### config.mk
export PLATFORM = sky130hd
export DESIGN_NAME = sha256_message_hasher_core
export DESIGN_NICKNAME = d
export VERILOG_FILES = /design/src/sha256mh_pkg.sv /design/src/sha256_message_hasher_core.sv
export SDC_FILE = /design/constraint.sdc
export NUM_CORES = 2
export LEC_CHECK = 0
export BUFFER_PORTS_ARGS = -buffer_cell sky130_fd_sc_hd__buf_2
export CAP_MARGIN = 20
export CORE_ASPECT_RATIO = 0.75
export CORE_UTILIZATION = 45
export DETAILED_ROUTE_END_ITERATION = 10
export GPL_ROUTABILITY_DRIVEN = 0
export PLACE_DENSITY_LB_ADDON = 0.15
export SLEW_MARGIN = 15
export SYNTH_ARGS = -nofsm -noshare
export SYNTH_HDL_FRONTEND = slang
export SYNTH_SLANG_ARGS = --single-unit
### constraint.sdc
create_clock -name clk -period 37.9 [get_ports clk]
set_input_delay 7.58 -clock clk [delete_from_list [all_inputs] [get_ports clk]]
set_output_delay 7.58 -clock clk [all_outputs]
set_load 0.03 [all_outputs]
### src/sha256mh_pkg.sv
package sha256mh_pkg;

	localparam int HashWords = 8;
	localparam int Rounds    = 64;

	localparam logic [7:0] PadMark = 8'h80;

	typedef enum logic [2:0] {
		ST_IDLE,
		ST_PAD,
		ST_ROUND,
		ST_ADD,
		ST_DONE
	} state_t;

	localparam logic [31:0] InitHash [HashWords] = '{
		32'h6A09E667, 32'hBB67AE85, 32'h3C6EF372, 32'hA54FF53A,
		32'h510E527F, 32'h9B05688C, 32'h1F83D9AB, 32'h5BE0CD19
	};

	localparam logic [31:0] RoundK [Rounds] = '{
		32'h428A2F98, 32'h71374491, 32'hB5C0FBCF, 32'hE9B5DBA5,
		32'h3956C25B, 32'h59F111F1, 32'h923F82A4, 32'hAB1C5ED5,
		32'hD807AA98, 32'h12835B01, 32'h243185BE, 32'h550C7DC3,
		32'h72BE5D74, 32'h80DEB1FE, 32'h9BDC06A7, 32'hC19BF174,
		32'hE49B69C1, 32'hEFBE4786, 32'h0FC19DC6, 32'h240CA1CC,
		32'h2DE92C6F, 32'h4A7484AA, 32'h5CB0A9DC, 32'h76F988DA,
		32'h983E5152, 32'hA831C66D, 32'hB00327C8, 32'hBF597FC7,
		32'hC6E00BF3, 32'hD5A79147, 32'h06CA6351, 32'h14292967,
		32'h27B70A85, 32'h2E1B2138, 32'h4D2C6DFC, 32'h53380D13,
		32'h650A7354, 32'h766A0ABB, 32'h81C2C92E, 32'h92722C85,
		32'hA2BFE8A1, 32'hA81A664B, 32'hC24B8B70, 32'hC76C51A3,
		32'hD192E819, 32'hD6990624, 32'hF40E3585, 32'h106AA070,
		32'h19A4C116, 32'h1E376C08, 32'h2748774C, 32'h34B0BCB5,
		32'h391C0CB3, 32'h4ED8AA4A, 32'h5B9CCA4F, 32'h682E6FF3,
		32'h748F82EE, 32'h78A5636F, 32'h84C87814, 32'h8CC70208,
		32'h90BEFFFA, 32'hA4506CEB, 32'hBEF9A3F7, 32'hC67178F2
	};

endpackage

### src/sha256_message_hasher_core.sv
// SHA-256 hasher taking one message byte per word on the slave stream and returning the
// 256-bit digest as one word on the master stream after the word marked with tlast. Bytes
// are taken at one per cycle, in the idle state only, into a 512-bit block register; the
// 64th byte of a block starts the round unit, which runs one round per cycle through every
// round and then folds the result into the chained hash; the block is not ready while
// padding, the rounds, the fold or the digest hand-off run. After the last word the padding
// bytes go through the same byte path at one per cycle, so the end of a message takes up
// to 72 pad bytes plus one or two compressions before the digest appears. The digest
// waits in its own output register; the next message may be taken in while it waits, and
// a second digest stalls only if the first is still not taken.
module sha256_message_hasher_core (
	input  logic         clk,
	input  logic         arst_n,
	input  logic         s_tvalid,
	output logic         s_tready,
	input  logic [7:0]   s_tdata,   // data_byte
	input  logic         s_tuser,   // has_byte
	input  logic         s_tlast,   // last
	output logic         m_tvalid,
	input  logic         m_tready,
	output logic [255:0] m_tdata    // digest_word_0 .. digest_word_7
);

	sha256mh_pkg::state_t state_q, state_d;

	logic [511:0] blk_q;
	logic [31:0]  chain_q [sha256mh_pkg::HashWords];
	logic [31:0]  var_q   [sha256mh_pkg::HashWords];
	logic [63:0]  len_q;
	logic [5:0]   pos_q;
	logic [5:0]   rnd_q;
	logic         fin_q;
	logic         mark_q;
	logic         lenph_q;
	logic [255:0] dig_q;
	logic         m_tvalid_q;

	logic         place_en;
	logic [7:0]   place_byte;
	logic         add_len;
	logic         fin_set;
	logic         mark_set;
	logic         lenph_set;
	logic         round_en;
	logic         add_en;
	logic         out_en;

	logic [31:0]  w0, w1, w9, w14, w_next;
	logic [31:0]  t1, t2;

	function automatic logic [31:0] rotr(input logic [31:0] x, input int n);
		rotr = (x >> n) | (x << (32 - n));
	endfunction

	assign w0  = blk_q[511:480];
	assign w1  = blk_q[479:448];
	assign w9  = blk_q[223:192];
	assign w14 = blk_q[63:32];

	assign w_next = w0 + (rotr(w1, 7) ^ rotr(w1, 18) ^ (w1 >> 3)) + w9
		+ (rotr(w14, 17) ^ rotr(w14, 19) ^ (w14 >> 10));

	assign t1 = var_q[7] + (rotr(var_q[4], 6) ^ rotr(var_q[4], 11) ^ rotr(var_q[4], 25))
		+ ((var_q[4] & var_q[5]) ^ (~var_q[4] & var_q[6]))
		+ sha256mh_pkg::RoundK[rnd_q] + w0;
	assign t2 = (rotr(var_q[0], 2) ^ rotr(var_q[0], 13) ^ rotr(var_q[0], 22))
		+ ((var_q[0] & var_q[1]) ^ (var_q[0] & var_q[2]) ^ (var_q[1] & var_q[2]));

	always_ff @(posedge clk or negedge arst_n) begin
		if (!arst_n) begin
			state_q <= sha256mh_pkg::ST_IDLE;
		end else begin
			state_q <= state_d;
		end
	end

	always_comb begin
		state_d    = state_q;
		s_tready   = 1'b0;
		place_en   = 1'b0;
		place_byte = s_tdata;
		add_len    = 1'b0;
		fin_set    = 1'b0;
		mark_set   = 1'b0;
		lenph_set  = 1'b0;
		round_en   = 1'b0;
		add_en     = 1'b0;
		out_en     = 1'b0;
		unique case (state_q)
			sha256mh_pkg::ST_IDLE: begin
				s_tready = 1'b1;
				if (s_tvalid) begin
					place_en = s_tuser;
					add_len  = s_tuser;
					fin_set  = s_tlast;
					if (s_tuser && pos_q == 6'd63) begin
						state_d = sha256mh_pkg::ST_ROUND;
					end else if (s_tlast) begin
						state_d = sha256mh_pkg::ST_PAD;
					end
				end
			end
			sha256mh_pkg::ST_PAD: begin
				place_en = 1'b1;
				priority if (!mark_q) begin
					place_byte = sha256mh_pkg::PadMark;
					mark_set   = 1'b1;
				end else if (lenph_q || pos_q == 6'd56) begin
					place_byte = len_q[{~pos_q[2:0], 3'b000} +: 8];
					lenph_set  = 1'b1;
				end else begin
					place_byte = 8'h00;
				end
				if (pos_q == 6'd63) begin
					state_d = sha256mh_pkg::ST_ROUND;
				end
			end
			sha256mh_pkg::ST_ROUND: begin
				round_en = 1'b1;
				if (rnd_q == 6'd63) begin
					state_d = sha256mh_pkg::ST_ADD;
				end
			end
			sha256mh_pkg::ST_ADD: begin
				add_en = 1'b1;
				priority if (lenph_q) begin
					state_d = sha256mh_pkg::ST_DONE;
				end else if (fin_q) begin
					state_d = sha256mh_pkg::ST_PAD;
				end else begin
					state_d = sha256mh_pkg::ST_IDLE;
				end
			end
			sha256mh_pkg::ST_DONE: begin
				if (!m_tvalid_q || m_tready) begin
					out_en  = 1'b1;
					state_d = sha256mh_pkg::ST_IDLE;
				end
			end
			default: begin
				state_d = sha256mh_pkg::ST_IDLE;
			end
		endcase
	end

	always_ff @(posedge clk or negedge arst_n) begin
		if (!arst_n) begin
			for (int i = 0; i < sha256mh_pkg::HashWords; i++) begin
				chain_q[i] <= sha256mh_pkg::InitHash[i];
			end
			len_q      <= '0;
			pos_q      <= '0;
			rnd_q      <= '0;
			fin_q      <= 1'b0;
			mark_q     <= 1'b0;
			lenph_q    <= 1'b0;
			m_tvalid_q <= 1'b0;
		end else begin
			if (add_len) begin
				len_q <= len_q + 64'd8;
			end
			if (place_en) begin
				pos_q <= pos_q + 6'd1;
			end
			if (fin_set) begin
				fin_q <= 1'b1;
			end
			if (mark_set) begin
				mark_q <= 1'b1;
			end
			if (lenph_set) begin
				lenph_q <= 1'b1;
			end
			if (round_en) begin
				rnd_q <= rnd_q + 6'd1;
			end
			if (add_en) begin
				for (int i = 0; i < sha256mh_pkg::HashWords; i++) begin
					chain_q[i] <= chain_q[i] + var_q[i];
				end
			end
			if (out_en) begin
				for (int i = 0; i < sha256mh_pkg::HashWords; i++) begin
					chain_q[i] <= sha256mh_pkg::InitHash[i];
				end
				len_q   <= '0;
				fin_q   <= 1'b0;
				mark_q  <= 1'b0;
				lenph_q <= 1'b0;
			end
			if (out_en) begin
				m_tvalid_q <= 1'b1;
			end else if (m_tready) begin
				m_tvalid_q <= 1'b0;
			end
		end
	end

	always_ff @(posedge clk) begin
		if (place_en) begin
			blk_q <= {blk_q[503:0], place_byte};
			if (pos_q == 6'd63) begin
				var_q <= chain_q;
			end
		end
		if (round_en) begin
			blk_q    <= {blk_q[479:0], w_next};
			var_q[7] <= var_q[6];
			var_q[6] <= var_q[5];
			var_q[5] <= var_q[4];
			var_q[4] <= var_q[3] + t1;
			var_q[3] <= var_q[2];
			var_q[2] <= var_q[1];
			var_q[1] <= var_q[0];
			var_q[0] <= t1 + t2;
		end
		if (out_en) begin
			for (int i = 0; i < sha256mh_pkg::HashWords; i++) begin
				dig_q[32*i +: 32] <= chain_q[i];
			end
		end
	end

	assign m_tvalid = m_tvalid_q;
	assign m_tdata  = dig_q;

	a_round_advance: assert property (@(posedge clk) disable iff (!arst_n)
		(state_q == sha256mh_pkg::ST_ROUND && rnd_q != 6'd63)
		|=> (state_q == sha256mh_pkg::ST_ROUND && rnd_q == $past(rnd_q) + 6'd1))
		else $error("round counter did not advance");

	a_add_after_last_round: assert property (@(posedge clk) disable iff (!arst_n)
		(state_q == sha256mh_pkg::ST_ADD)
		|-> ($past(state_q) == sha256mh_pkg::ST_ROUND && $past(rnd_q) == 6'd63))
		else $error("chain update without 64 rounds");

	a_round_on_full_block: assert property (@(posedge clk) disable iff (!arst_n)
		(place_en && pos_q == 6'd63)
		|=> (state_q == sha256mh_pkg::ST_ROUND && rnd_q == 6'd0 && pos_q == 6'd0))
		else $error("full block did not start rounds");

	a_digest_from_done: assert property (@(posedge clk) disable iff (!arst_n)
		$rose(m_tvalid_q) |-> ($past(state_q) == sha256mh_pkg::ST_DONE))
		else $error("digest raised outside done state");

endmodule

# ---- Word-level counts from Yosys, hierarchy flattened
# Memory sizes are Yosys's and may differ from the RTL's.
# Cells that the tools add are included.
dict set report word_totals {
  out_inout_bits 258
  register_bits 1363
  mem_count 1
  mem_bits_rw 0
  latch_bits 0
  wordCells 152
  romBits 2048
  input_bits 14
}
# name depth width rd rd_ports_with_merged_regs write_ports line
set mem_list {}
lappend mem_list {{(name not given)} 64 32 1 0 0 sha256_message_hasher_core.sv:65} ;# + sha256mh_pkg::RoundK[rnd_q] + w0;
dict set report classes {
  n_bitwise 29
  reduce_logical 15
  eq_ne 12
  multipliers 0
  add_sub_neg 21
  n_shift 1
  order_cmp 1
  muxes 46
  div_mod_pow 0
}
# op n
set ops {}
lappend ops {{$mux W256} 5}
lappend ops {{$mux W512} 2}
lappend ops {{$add A32 B32 Y32} 18}
lappend ops {{$xor A32 B32 Y32} 9}
lappend ops {{$and A32 B32 Y32} 5}
lappend ops {{$mux W64} 2}
lappend ops {{$add A64 B4 Y64 const B} 1}
lappend ops {{$mux W32} 2}
lappend ops {{$shiftx A64 B7 Y8} 1}
lappend ops {{$not A32 Y32} 1}
lappend ops {{$or A10 B32 Y32} 1}
lappend ops {{$or A13 B32 Y32} 1}
lappend ops {{$or A14 B32 Y32} 1}
lappend ops {{$or A15 B32 Y32} 1}
lappend ops {{$or A19 B32 Y32} 1}
lappend ops {{$or A21 B32 Y32} 1}
lappend ops {{$or A25 B32 Y32} 1}
lappend ops {{$or A26 B32 Y32} 1}
lappend ops {{$or A30 B32 Y32} 1}
lappend ops {{$or A7 B32 Y32} 1}
lappend ops {{$xor A32 B22 Y32} 1}
lappend ops {{$xor A32 B29 Y32} 1}
lappend ops {{$mux W8} 3}
lappend ops {{$mux W1} 23}
lappend ops {{20 further kinds} 41}

# ---- Depth between registers and ports, before layout
dict set report logic_depth {
  ltp_word 9
  mapped_depth 39
  ltp_nobuf 36
}

# ---- Worst setup path before layout
# OpenSTA, ideal clock, no wires.
dict set report synth_path {
  path_type {input to register}
  start {input s_tuser}
  end {register var_q[0] (netlist bit) (enable)}
  path_buffers 1
  t_arrival_ps 25827
  setup_slack_ps 10846
  t_required_ps 36673
  stages 4
  setup_time_ps 1227
  path_cell_list {and3_1 -> buf_6 -> nor2_1 -> o21ai_0}
}
dict set report synth_via {
  elab_chain_len 4
}
# item line
set synth_rtl {}
lappend synth_rtl {{from (decl)} sha256_message_hasher_core.sv:17} ;# input logic s_tuser,
lappend synth_rtl {{$mux W1} sha256_message_hasher_core.sv:92} ;# if (s_tvalid) begin
lappend synth_rtl {{$pmux W1 S2} sha256_message_hasher_core.sv:89} ;# unique case (state_q)
lappend synth_rtl {{$reduce_bool A2 Y1 (no source line)} --}
lappend synth_rtl {{$reduce_and A2 Y1 (no source line)} --}
lappend synth_rtl {{to (signal assigned)} sha256_message_hasher_core.sv:203} ;# var_q <= chain_q;
lappend synth_rtl {{to (decl)} sha256_message_hasher_core.sv:28} ;# logic [31:0] var_q [sha256mh_pkg::HashWords];
# No other way between the ends.
# A chain may end at the register's enable or synchronous reset.

# ---- Worst setup path in the final report
dict set report layout_path {
  start {input s_tuser}
  end {register blk_q[342] (enable)}
}
dict set report layout_via {
  elab_chain_len 3
}
# item line
set layout_rtl {}
lappend layout_rtl {{$mux W1} sha256_message_hasher_core.sv:92}
lappend layout_rtl {{$pmux W1 S2} sha256_message_hasher_core.sv:89}
lappend layout_rtl {{$reduce_bool A2 Y1 (no source line)} --}
lappend layout_rtl {{to (signal assigned)} sha256_message_hasher_core.sv:201} ;# blk_q <= {blk_q[503:0], place_byte};
lappend layout_rtl {{to (signal assigned)} sha256_message_hasher_core.sv:207} ;# blk_q <= {blk_q[479:0], w_next};
lappend layout_rtl {{to (decl)} sha256_message_hasher_core.sv:26} ;# logic [511:0] blk_q;
# No other way between the ends.

==> flow_summary.ini <==
[floorplan]
die_x_um = 495.1
start_util_pct = 45.37
ios = 272
die_h_um = 371.9
core_um2 = 180900
row_count = 135
dieArea_um2 = 184100

[synth]
yosysTopAreaCellShare_pct = 37.47
synthTopCellsByCount = nand2_1, edfxtp_1, o21ai_0
synthAdderAreaFrac_pct = 10.91
synthCells = 8531
seq_area_frac_synth_pct = 47.92
async_reset_ff_share_pct = 24.71
ys_top_cells_by_area = edfxtp_1, nand2_1, dfrtp_1
synth.net_count = 9140
synth_compound_area_share_pct = 12.67
netlist_area_um2 = 82070
synth_top_family_by_area = simple AND/OR/NAND/NOR gates
synth_edf_count = 1024
synthSimpleGateAreaFrac_pct = 16.35
synthMuxAreaShare_pct = 1.124
synth-seq-cells = 1360
synth_xor_area_share_pct = 6.606
synth_most_common_cell = nand2_1
synth_top_cell_by_area = edfxtp_1
synth_top_flop_cell = edfxtp_1
yosys_warnings = 0
syn_area_per_cell_um2 = 9.621
synth.distinct_cells = 93

[clocking]
cts_max_path_buffers = 3
clkTransAtPathRegs_ns = 0.06
clock_sink_count = 1360
post_cts_buffers = 0
insertion_delay_ns = 0.83
post_cts_resized = 0
numCtsBuffers = 146
htree_levels = 4
cts_tree = built
cts_hold_buffers = 0
root_buffer = clkbuf_16

[drt]
drc = 0
via_count = 63270
routed_wl_mm = 257.9
routedWlPerCell_um = 23.25
ant_nets = 0
via_per_inst = 5.702
dr.pass1.iters = 9
drt_iter0_drc = 7732

[timing]
fin_skew_ns = 0.04645
fin_ws_ns = 26.74
setup_viol = 0
finalSetupTns_ns = 0
rsz0062_at_grt = no
timing.final.crit_share_pct = 29.44
relSlewSlack_pct = 14.24
tightest_slew_ns = 1.277
period_minus_slack_ns = 11.16
timing_hold_violations_final = 0
max_freq_ghz = 0.08963
drv_slew = 0

[setup_path]
worst_ep_required_time_ns = 38.31
critPathKind = input pin to flip-flop
worst_setup_path_start_kind = input pin
crit_path_end_kind = flip-flop
crit_fanout = 81
critical_path.max_stage_delay_ns = 0.91
slowest_stage = buf_4
cp_num_buf_inv = 4
cp_top_family = buffers and inverters
crit_top_cell = buf_4
cp.arrival_ns = 11.57
path_cells = buf_2 -> and3_1 -> nor2_1 -> nand2_4 -> buf_4 -> buf_4 -> buf_4

[cells_and_area]
layout.cells.non_filler = 11100
synthToLayoutAreaGrowth_pct = 9.854
n_fill_cell = 16620
drive_above_1_share_pct = 9.050
final_nets = 9185
postLayoutCoreUtil_pct = 49.84

[global_routing]
antenna_found_initial = 8
grt_start_max_net_pins = 192
use_met1_pct = 43.99
grt-ovfl-total = 0
grt_pass1_wl_mm = 381.5
grt_usage_pct = 27.74
use_met2_pct = 37.01
grt_use_met3_pct = 6.879
top_usage_layer = met1
grt_pass1_vias = 58410

[placement]
pre_cts_ws_ns = 25.93
io_buffers = 271
dp.cells = 10820
dp_hpwl_mm = 189.1

[run_status]
status = complete, no violations

[run]
cap_viol_max_count = 0

[worst_hold_path]
min_path_type = flip-flop to flip-flop
[through the flow]
stage | hold slack, ns | area, um2
after floorplan | 0.4348 | 82070
after global placement | 0.4541 | 85380
after detailed placement | 0.4588 | 85380
after CTS | 0.4708 | 90080
after global routing | 0.4878 | 90150
final | 0.4725 | 90160
[final timing paths]
kind | startpoint | end | slack, ns | cells after the start
setup / recovery | s_tuser | blk_q[342]$_DFFE_PP_ | 26.74 | 7
hold / removal | pos_q[5]$_DFFE_PN0P_ | pos_q[5]$_DFFE_PN0P_ | 0.47 | 1
setup reg to reg | rnd_q[0]$_DFFE_PN0P_ | var_q[254]$_DFFE_PP_ | 27.32 | 35
hold reg to reg | pos_q[5]$_DFFE_PN0P_ | pos_q[5]$_DFFE_PN0P_ | 0.47 | 1
max in group asynchronous | arst_n | chain_q[127]$_DFFE_PN0P_ | 28.50 | 4
min in group asynchronous | arst_n | chain_q[232]$_DFFE_PN0P_ | 6.76 | 1
[cells in the final DEF (no fill, tap or decap), types with 196 or more instances in the layout]
cell type / count
edfxtp_1: 1024
nand2_1: 2241
inv_1: 517
ha_1: 398
xnor2_1: 327
xor2_1: 292
buf_2: 270
a21oi_1: 405
nor2_1: 409
dfrtp_1: 196
o21ai_0: 579
fa_1: 197
[worst register-to-register path: cells and delay by family, from the launching register on]
| family | cells | cell delay, ns |
|---|---|---|
| DFF | 1 | 0.77 |
| adders and majority gates | 5 | 2.23 |
| xor gates and xnor gates | 2 | 0.58 |
| buffers and inverters | 4 | 0.94 |
| AOI/OAI and AO/OA | 14 | 3.95 |
| and+or+nand+nor | 10 | 1.80 |
[cell families after synthesis]
kind of cell | count (synthesis)
AOI/OAI and AO/OA | 1688
xor gates and xnor gates | 619
adders and majority gates | 598
buffers and inverters | 958
DFF | 1360
muxes | 67
and+or+nand+nor | 3241
[cell type report]
class	instances	area [um2]	share of cell area (%)
tap	2397	2999	3.326
antenna	3	7.507	0.008326
clock inverter	70	753.2	0.8354
timing repair buffer	334	1954	2.168
clock buffer	198	3951	4.382
sequential	1360	39340	43.63
inverter	521	1963	2.177
multi-input combinational	6213	39200	43.47
[state kept, by name (all words and copies together), names as in the netlist]
name and count:
m_tvalid 1, state_q 3, chain_q 256, pos_q 6
len_q 61, mark_q 1, m_tdata 256, fin_q 1
blk_q 512, var_q 256, rnd_q 6, lenph_q 1
[metal layers]
layer | vias to the layer above | part of all wire [%]
met5 | - | 0.033
met4 | 10 | 2.4
met3 | 363 | 11
met2 | 2891 | 39
met1 | 30630 | 48
li1 | 29380 | -
Power is not shown: default switching activity piles up to over one toggle a cycle in this logic, so the estimate is an artifact.
